File: config.mk
export PLATFORM = sky130hd
export DESIGN_NAME = bitplane_popcount_dot_product
export DESIGN_NICKNAME = d
export VERILOG_FILES = /design/src/sv/bppd_pkg.sv /design/src/sv/bppd_popcnt.sv /design/src/sv/bppd_accum.sv /design/src/sv/bitplane_popcount_dot_product.sv
export VERILOG_INCLUDE_DIRS = /design/src /design/src/sv
export SDC_FILE = /design/constraint.sdc
export NUM_CORES = 2
export LEC_CHECK = 0
export BUFFER_PORTS_ARGS = -buffer_cell sky130_fd_sc_hd__buf_2
export CAP_MARGIN = 10
export CORE_MARGIN = 10
export CORE_UTILIZATION = 55
export CTS_BUF_LIST = sky130_fd_sc_hd__clkbuf_2
export CTS_CLUSTER_DIAMETER = 40
export DETAILED_ROUTE_END_ITERATION = 10
export GPL_TIMING_DRIVEN = 0
export HOLD_SLACK_MARGIN = 0.12
export MAX_ROUTING_LAYER = met4
export PLACE_DENSITY = 0.85
export SLEW_MARGIN = 25
export SYNTH_ARGS = -nofsm -noshare
export SYNTH_HDL_FRONTEND = slang
export SYNTH_HIERARCHICAL = 1
export SYNTH_SLANG_ARGS = --single-unit
File: constraint.sdc
create_clock -name i_clk -period 38.6 [get_ports i_clk]
set_input_delay 3.86 -clock i_clk [delete_from_list [all_inputs] [get_ports i_clk]]
set_output_delay 3.86 -clock i_clk [all_outputs]
set_load 0.03 [all_outputs]
File: src/sv/bitplane_popcount_dot_product_defines.svh
// Assertion macros shared by the bit-plane popcount dot product RTL.
// Needs i_clk and i_rst_n in the scope of each use.
`ifndef BITPLANE_POPCOUNT_DOT_PRODUCT_DEFINES_SVH
`define BITPLANE_POPCOUNT_DOT_PRODUCT_DEFINES_SVH

// same-cycle implication, off while in reset
`define BPPD_ASSERT_SAME(lbl, ante, cons, msg) \
    lbl: assert property (@(posedge i_clk) disable iff (!i_rst_n) (ante) |-> (cons)) \
        else $error(msg);

// next-cycle implication, off while in reset
`define BPPD_ASSERT_NEXT(lbl, ante, cons, msg) \
    lbl: assert property (@(posedge i_clk) disable iff (!i_rst_n) (ante) |=> (cons)) \
        else $error(msg);

`endif

File: src/sv/bppd_pkg.sv
// Shared types, widths, codes and helpers for the bit-plane popcount dot product.
// No dependencies.
package bppd_pkg;

    localparam int DATA_W          = 64;
    localparam int NUM_PLANE_INPUTS = 8;
    localparam int BYTES_PER_WORD  = DATA_W / 8;
    localparam int VB_W            = 4;
    localparam int BCNT_W          = 4;   // popcount of one byte, 0..8
    localparam int CNT_W           = 7;   // popcount of one word, 0..64
    localparam int WSUM_W          = 14;  // weighted word sum, up to 64*255
    localparam int SUM_W           = 23;
    localparam logic [SUM_W-1:0] SUM_MAX = {SUM_W{1'b1}};
    localparam int MAX_PLANES_DEF  = 8;

    localparam int IN_TDATA_W  = 584;  // 9 words + valid_bytes, padded to bytes
    localparam int OUT_TDATA_W = 24;

    localparam int CFG_IDX_W  = 2;
    localparam int CFG_DATA_W = 4;
    localparam logic [CFG_IDX_W-1:0] CFG_OP_MODE     = 2'd0;
    localparam logic [CFG_IDX_W-1:0] CFG_PLANE_COUNT = 2'd1;

    localparam logic [1:0] MODE_AND = 2'd0;
    localparam logic [1:0] MODE_XOR = 2'd1;
    localparam logic [1:0] MODE_POP = 2'd2;

    typedef struct packed {
        logic valid;
        logic last;
    } t_stage_ctl;

    function automatic logic [BCNT_W-1:0] pop8(input logic [7:0] b);
        logic [BCNT_W-1:0] c;
        c = '0;
        for (int k = 0; k < 8; k++) begin
            c = c + BCNT_W'(b[k]);
        end
        return c;
    endfunction

endpackage

File: src/sv/bppd_popcnt.sv
// Masking and per-plane word popcount lanes, one registered stage.
// Depends on bppd_pkg.
module bppd_popcnt #(
    parameter int MAX_PLANES = bppd_pkg::MAX_PLANES_DEF
) (
    input  logic                                                    i_clk,
    input  logic                                                    i_rst_n,
    input  logic                                                    i_adv,
    input  bppd_pkg::t_stage_ctl                                    i_ctl,
    input  logic [bppd_pkg::DATA_W-1:0]                             i_data,
    input  logic [bppd_pkg::NUM_PLANE_INPUTS-1:0][bppd_pkg::DATA_W-1:0] i_planes,
    input  logic [bppd_pkg::VB_W-1:0]                               i_valid_bytes,
    input  logic [1:0]                                              i_op_mode,
    input  logic [3:0]                                              i_plane_count,
    output bppd_pkg::t_stage_ctl                                    o_ctl,
    output logic [MAX_PLANES-1:0][bppd_pkg::CNT_W-1:0]              o_cnt
);
    import bppd_pkg::*;

    t_stage_ctl                         r_ctl;
    logic [MAX_PLANES-1:0][CNT_W-1:0]   r_cnt;
    logic [MAX_PLANES-1:0][CNT_W-1:0]   n_cnt;
    logic [BYTES_PER_WORD-1:0]          byte_ok;

    always_comb begin
        for (int b = 0; b < BYTES_PER_WORD; b++) begin
            byte_ok[b] = (i_valid_bytes > VB_W'(b));
        end
    end

    for (genvar j = 0; j < MAX_PLANES; j++) begin : g_lane
        logic [DATA_W-1:0] word;
        logic              active;

        always_comb begin
            unique case (i_op_mode)
                MODE_AND: begin
                    word   = i_planes[j] & i_data;
                    active = (i_plane_count > 4'(j));
                end
                MODE_XOR: begin
                    word   = i_planes[j] ^ i_data;
                    active = (i_plane_count > 4'(j));
                end
                MODE_POP: begin
                    word   = i_data;
                    active = (j == 0);
                end
                default: begin
                    word   = '0;
                    active = 1'b0;
                end
            endcase
        end

        always_comb begin
            n_cnt[j] = '0;
            for (int b = 0; b < BYTES_PER_WORD; b++) begin
                if (byte_ok[b] && active) begin
                    n_cnt[j] = n_cnt[j] + CNT_W'(pop8(word[8*b +: 8]));
                end
            end
        end
    end

    always_ff @(posedge i_clk) begin
        if (!i_rst_n) begin
            r_ctl <= '0;
        end else if (i_adv) begin
            r_ctl <= i_ctl;
        end
    end

    always_ff @(posedge i_clk) begin
        if (i_adv) begin
            r_cnt <= n_cnt;
        end
    end

    assign o_ctl = r_ctl;
    assign o_cnt = r_cnt;

endmodule

File: src/sv/bppd_accum.sv
// Plane weighting stage, saturating accumulator and result register.
// Depends on bppd_pkg and the assertion macro header.
`include "bitplane_popcount_dot_product_defines.svh"

module bppd_accum #(
    parameter int MAX_PLANES = bppd_pkg::MAX_PLANES_DEF
) (
    input  logic                                         i_clk,
    input  logic                                         i_rst_n,
    input  logic                                         i_adv,
    input  bppd_pkg::t_stage_ctl                         i_ctl,
    input  logic [MAX_PLANES-1:0][bppd_pkg::CNT_W-1:0]   i_cnt,
    output logic                                         o_valid,
    output logic [bppd_pkg::SUM_W-1:0]                   o_sum
);
    import bppd_pkg::*;

    t_stage_ctl         r_w_ctl;
    logic [WSUM_W-1:0]  r_wsum;
    logic [WSUM_W-1:0]  n_wsum;
    logic [SUM_W-1:0]   r_acc;
    logic [SUM_W-1:0]   n_sat;
    logic [SUM_W:0]     total;
    logic               r_out_valid;
    logic [SUM_W-1:0]   r_out_sum;

    // plane j carries weight 2^j
    always_comb begin
        n_wsum = '0;
        for (int j = 0; j < MAX_PLANES; j++) begin
            n_wsum = n_wsum + (WSUM_W'(i_cnt[j]) << j);
        end
    end

    assign total = (SUM_W+1)'(r_acc) + (SUM_W+1)'(r_wsum);
    assign n_sat = total[SUM_W] ? SUM_MAX : total[SUM_W-1:0];

    always_ff @(posedge i_clk) begin
        if (!i_rst_n) begin
            r_w_ctl     <= '0;
            r_acc       <= '0;
            r_out_valid <= 1'b0;
        end else if (i_adv) begin
            r_w_ctl     <= i_ctl;
            r_out_valid <= r_w_ctl.valid & r_w_ctl.last;
            if (r_w_ctl.valid) begin
                r_acc <= r_w_ctl.last ? '0 : n_sat;
            end
        end
    end

    always_ff @(posedge i_clk) begin
        if (i_adv) begin
            r_wsum <= n_wsum;
            if (r_w_ctl.valid && r_w_ctl.last) begin
                r_out_sum <= n_sat;
            end
        end
    end

    assign o_valid = r_out_valid;
    assign o_sum   = r_out_sum;

    `BPPD_ASSERT_NEXT(a_acc_clear, i_rst_n && i_adv && r_w_ctl.valid && r_w_ctl.last, r_acc == '0, "accumulator not cleared after last word")
    `BPPD_ASSERT_NEXT(a_acc_grow, i_rst_n && i_adv && r_w_ctl.valid && !r_w_ctl.last, r_acc >= $past(r_acc), "accumulator decreased mid-vector")
    `BPPD_ASSERT_NEXT(a_stall_hold, i_rst_n && !i_adv, $stable(r_acc) && $stable(r_out_sum) && $stable(r_w_ctl), "state moved during stall")
    `BPPD_ASSERT_NEXT(a_out_src, i_rst_n && i_adv, r_out_valid == $past(r_w_ctl.valid && r_w_ctl.last), "result without a last word")

endmodule

File: src/sv/bitplane_popcount_dot_product.sv
// Bit-plane popcount dot product: takes one 64-bit code word per cycle with up to
// eight query plane words, accumulates the weighted popcount and emits the saturated
// sum on the last word of each vector. A transfer is taken every cycle the result
// side is not stalled; the sum for a vector then passes the input register, the
// popcount lanes, plane weighting and the accumulator/result register in order.
// The eight parallel 64-bit popcount lanes allow one word per cycle when not stalled.
// Configuration (op_mode, plane_count) is written through the cfg channel, which is
// always ready and should only be used while no vector is in flight.
// Depends on bppd_pkg, bppd_popcnt, bppd_accum.
module bitplane_popcount_dot_product #(
    parameter int MAX_PLANES = bppd_pkg::MAX_PLANES_DEF
) (
    input  logic                                i_clk,
    input  logic                                i_rst_n,
    // cfg write channel
    input  logic                                i_cfg_valid,
    output logic                                o_cfg_ready,
    input  logic [bppd_pkg::CFG_IDX_W-1:0]      i_cfg_index,
    input  logic [bppd_pkg::CFG_DATA_W-1:0]     i_cfg_data,
    // input stream
    input  logic                                s_axis_tvalid,
    output logic                                s_axis_tready,
    // [63:0] data_word, [64*(j+1)+63:64*(j+1)] query_plane_j (j=0..7),
    // [579:576] valid_bytes, [583:580] zero
    input  logic [bppd_pkg::IN_TDATA_W-1:0]     s_axis_tdata,
    input  logic                                s_axis_tlast,   // last_word
    // result stream
    output logic                                m_axis_tvalid,
    input  logic                                m_axis_tready,
    // [22:0] dot_sum, [23] zero
    output logic [bppd_pkg::OUT_TDATA_W-1:0]    m_axis_tdata
);
    import bppd_pkg::*;

    logic                                       adv;
    logic [1:0]                                 r_op_mode;
    logic [3:0]                                 r_plane_count;
    t_stage_ctl                                 r_in_ctl;
    logic [DATA_W-1:0]                          r_in_data;
    logic [NUM_PLANE_INPUTS-1:0][DATA_W-1:0]    r_in_planes;
    logic [VB_W-1:0]                            r_in_vb;
    t_stage_ctl                                 pc_ctl;
    logic [MAX_PLANES-1:0][CNT_W-1:0]           pc_cnt;
    logic                                       out_valid;
    logic [SUM_W-1:0]                           out_sum;

    // whole pipeline moves together unless the result register is held
    assign adv           = !out_valid || m_axis_tready;
    assign s_axis_tready = adv;
    assign o_cfg_ready   = 1'b1;

    always_ff @(posedge i_clk) begin
        if (!i_rst_n) begin
            r_op_mode     <= MODE_AND;
            r_plane_count <= 4'd1;
        end else if (i_cfg_valid) begin
            unique case (i_cfg_index)
                CFG_OP_MODE:     r_op_mode     <= i_cfg_data[1:0];
                CFG_PLANE_COUNT: r_plane_count <= i_cfg_data[3:0];
                default: ;
            endcase
        end
    end

    always_ff @(posedge i_clk) begin
        if (!i_rst_n) begin
            r_in_ctl <= '0;
        end else if (adv) begin
            r_in_ctl.valid <= s_axis_tvalid;
            r_in_ctl.last  <= s_axis_tlast;
        end
    end

    always_ff @(posedge i_clk) begin
        if (adv) begin
            r_in_data <= s_axis_tdata[DATA_W-1:0];
            for (int j = 0; j < NUM_PLANE_INPUTS; j++) begin
                r_in_planes[j] <= s_axis_tdata[DATA_W*(j+1) +: DATA_W];
            end
            r_in_vb <= s_axis_tdata[DATA_W*(NUM_PLANE_INPUTS+1) +: VB_W];
        end
    end

    bppd_popcnt #(
        .MAX_PLANES (MAX_PLANES)
    ) u_popcnt (
        .i_clk         (i_clk),
        .i_rst_n       (i_rst_n),
        .i_adv         (adv),
        .i_ctl         (r_in_ctl),
        .i_data        (r_in_data),
        .i_planes      (r_in_planes),
        .i_valid_bytes (r_in_vb),
        .i_op_mode     (r_op_mode),
        .i_plane_count (r_plane_count),
        .o_ctl         (pc_ctl),
        .o_cnt         (pc_cnt)
    );

    bppd_accum #(
        .MAX_PLANES (MAX_PLANES)
    ) u_accum (
        .i_clk   (i_clk),
        .i_rst_n (i_rst_n),
        .i_adv   (adv),
        .i_ctl   (pc_ctl),
        .i_cnt   (pc_cnt),
        .o_valid (out_valid),
        .o_sum   (out_sum)
    );

    assign m_axis_tvalid = out_valid;
    assign m_axis_tdata  = {{(OUT_TDATA_W-SUM_W){1'b0}}, out_sum};

endmodule
==> flow_metrics.env <==
export IMPL_wl_um=226000
export IMPL_yosysSeqAreaShare_pct=34.0
export IMPL_internal_power_mw=1.98
export IMPL_ys_top_cells_by_area="edfxtp_1, ha_1, fa_1, mux2i_1, o21a_1"
export IMPL_path_max_fanout=10
export IMPL_hold_violations=0
export IMPL_layout_nets=8130
export IMPL_synth_nets=7303
export IMPL_cts_buffer_depth=3
export IMPL_crit_path_start_kind="register"
export IMPL_max_cap_violations=0
export IMPL_start_util_pct=55.5
export IMPL_required_ns=40.13
export IMPL_swShare_pct=43.2
export IMPL_crit_type="register to register"
export IMPL_yosysMostFrequentCell="ha_1"
export IMPL_synthArstFlopShare_pct=0
export IMPL_fmax_mhz=42.6
export IMPL_via_per_inst=6.03
export IMPL_max_stage_delay_ns=0.74
export IMPL_power_leakage_nw=31.2
export IMPL_dp_cells=7576
export IMPL_grt_max_degree=62
export IMPL_cts_tree="built"
export IMPL_critPathArrivalTime_ns=24.98
export IMPL_wire_per_inst_um=28.5
export IMPL_cts_buffers=188
export IMPL_fin_skew_ns=0.169
export IMPL_synth_top_cell_area_share_pct=32.8
export IMPL_clk_transition_reported_paths_ns=0.12
export IMPL_antenna_found_initial=8
export IMPL_post_dp_hpwl_um=185000
export IMPL_cts_resized=0
export IMPL_critPathTopFamily="adder cells"
export IMPL_synth_edf_count=673
export IMPL_postCtsHoldBufs=0
export IMPL_die_h_um=355
export IMPL_p_comb_share_pct=55.7
export IMPL_yosysWarningCount=6
export IMPL_area_growth_synth_to_final_pct=12.1
export IMPL_first_iter_violations=4940
export IMPL_synthTopCellsByCount="ha_1, edfxtp_1, mux2i_1, inv_1, o21a_1"
export IMPL_core_um2=111000
export IMPL_worst_path_buf_inv=16
export IMPL_cp_end_kind="register"
export IMPL_p_clk_share_pct=17.1
export IMPL_ant_nets=0
export IMPL_maxSlewHeadroom_pct=14.3
export IMPL_syn_area_per_cell_um2=11.3
export IMPL_synth_seq_cells=709
export IMPL_synth_area_um2=61600
export IMPL_synthFlopType="edfxtp_1"
export IMPL_setup_viol=0
export IMPL_yosysUniqueCellTypes=94
export IMPL_sequentialPowerShare_pct=27.3
export IMPL_slowest_stage="a211oi_1"
export IMPL_globalplace_congestion=1.08
export IMPL_routed_via_count=47800
export IMPL_die_area_um2=126000
export IMPL_crit_top_cell="fa_1"
export IMPL_netSwitchingPower_mw=1.50
export IMPL_io_pins=623
export IMPL_hp_class="register to register"
export IMPL_tns_ns=0
export IMPL_clkSinkCount=709
export IMPL_grt_pass1_vias=49200
export IMPL_cts_root_buf="clkbuf_2"
export IMPL_die_w_um=355
export IMPL_num_rows=122
export IMPL_fin_cells=7922
export IMPL_status="complete, no violations"
export IMPL_clock_latency_ns=1.81
export IMPL_port_buffers=616
export IMPL_powerDensity_nw_per_um2=50.3
export IMPL_layout_drive_gt1_share_pct=17.5
export IMPL_cts_htree_levels=4
export IMPL_grt_setup_unrepaired="no"
export IMPL_drt_pass1_iter_count=6
export IMPL_final_max_slew_viol_count=0
export IMPL_cts_setup_buffers=0
export IMPL_syn_instance_count=5451
export IMPL_grt_use_met1_pct=44.1
export IMPL_vdd_drop_max_mv=0.0753
export IMPL_grtUsageMet2_pct=56.1
export IMPL_gr_total_overflow=0
export IMPL_drc=0
export IMPL_grtUsageMet3_pct=7.72
export IMPL_track_usage_pct=36.1
export IMPL_grt_pass1_wl_um=322000
export IMPL_tightest_slew_ns=1.29
export IMPL_yosys_area_top_type="edfxtp_1"
export IMPL_gr_max_usage_layer="met2"
export IMPL_period_share_pct=60.8
export IMPL_fin_crit_ns=23.45
layout make-up:
class / count / area [µm²]
diodes: 11 / 27.5
plain buffers: 189 / 853
clock buffers: 261 / 1310
clock inverters: 74 / 613
fillers: 8783 / 41900
inverters: 463 / 1740
multi-input cells: 4090 / 38200
flip-flops and latches: 709 / 20900
well taps: 1488 / 1860
repair buffers: 637 / 3570
state kept, by name, summed over array words and instances, names as in the netlist:
register	cells
u_accum/o_valid	1
r_plane_count	4
r_in_planes	512
r_in_vb	4
u_accum/r_acc	23
r_in_ctl	2
u_accum/r_w_ctl	2
r_op_mode	2
u_accum/r_wsum	14
r_in_data	64
u_accum/o_sum	23
u_popcnt/o_cnt	56
u_popcnt/o_ctl	2
final timing paths:
check	cells past startpoint	from	to	slack, ns
worst max-delay path	67	r_op_mode[1]	u_popcnt/o_cnt[13]	15.15
worst min-delay path	0	u_popcnt/o_cnt[0]	u_accum/r_wsum[0]	0.45
worst max register to register	67	r_op_mode[1]	u_popcnt/o_cnt[13]	15.15
worst min register to register	0	u_popcnt/o_cnt[0]	u_accum/r_wsum[0]	0.45
worst register-to-register path: cells and delay by family, from the launching register on:
kind	cells	cell delay, ns
xor gates and xnor gates	2	0.27
AOI/OAI and AO/OA	11	4.13
and+or+nand+nor	9	1.68
muxes	2	0.40
adders and majority gates	27	12.75
DFF	1	0.50
buffers and inverters	16	3.49
through the flow:
step	cell area (µm²)	util, %	setup slack [ns]	power (mW)	hold WS (ns)
floorplan	61600	-	20.20	2.25	0.400
global placement	66600	60.0	15.61	2.78	0.408
detailed placement	67100	60.5	15.87	2.84	0.408
CTS	69100	62.2	15.80	3.45	0.444
global route	69100	62.3	14.85	3.73	0.456
finish	69100	62.3	15.15	3.48	0.452
kinds of logic (layout without fill, tap and decap cells):
family | after synthesis | in the layout | share of synthesized area, %
AOI/OAI and AO/OA | 1149 | 1149 | 12.3
xor gates and xnor gates | 190 | 190 | 2.81
adders and majority gates | 1256 | 1256 | 29.7
buffers and inverters | 652 | 1624 | 4.13
DFF | 709 | 709 | 34.0
muxes | 615 | 615 | 10.1
other | 2 | 13 | 0.0122
and+or+nand+nor | 878 | 878 | 6.98
power by group through the flow:
| stage | sequential [mW] | clock [mW] | combinational (mW) |
|---|---|---|---|
| 2_1_floorplan | 0.948 | 0 | 1.30 |
| 3_3_place_gp | 0.965 | 0 | 1.82 |
| 3_5_place_dp | 0.965 | 0 | 1.88 |
| 4_1_cts | 0.948 | 0.609 | 1.90 |
| 5_1_grt | 0.952 | 0.649 | 2.13 |
| 6_report | 0.948 | 0.593 | 1.94 |
layer usage:
layer	vias to the layer above	share of wire (%)
li1	21500	-
met1	23400	39
met2	2423	46
met3	538	9.0
met4	0	5.9
met5	-	0
cells in the final DEF, fill, tap and decap left out, types with 218 or more instances in the layout:
master / count
buf_2: 639
nand2_1: 271
nor2_1: 218
fa_1: 344
ha_1: 912
o21a_1: 433
clkbuf_2: 293
mux2i_1: 563
edfxtp_1: 673
o21ai_0: 261
inv_1: 463
(Power assumes the default switching activity.)
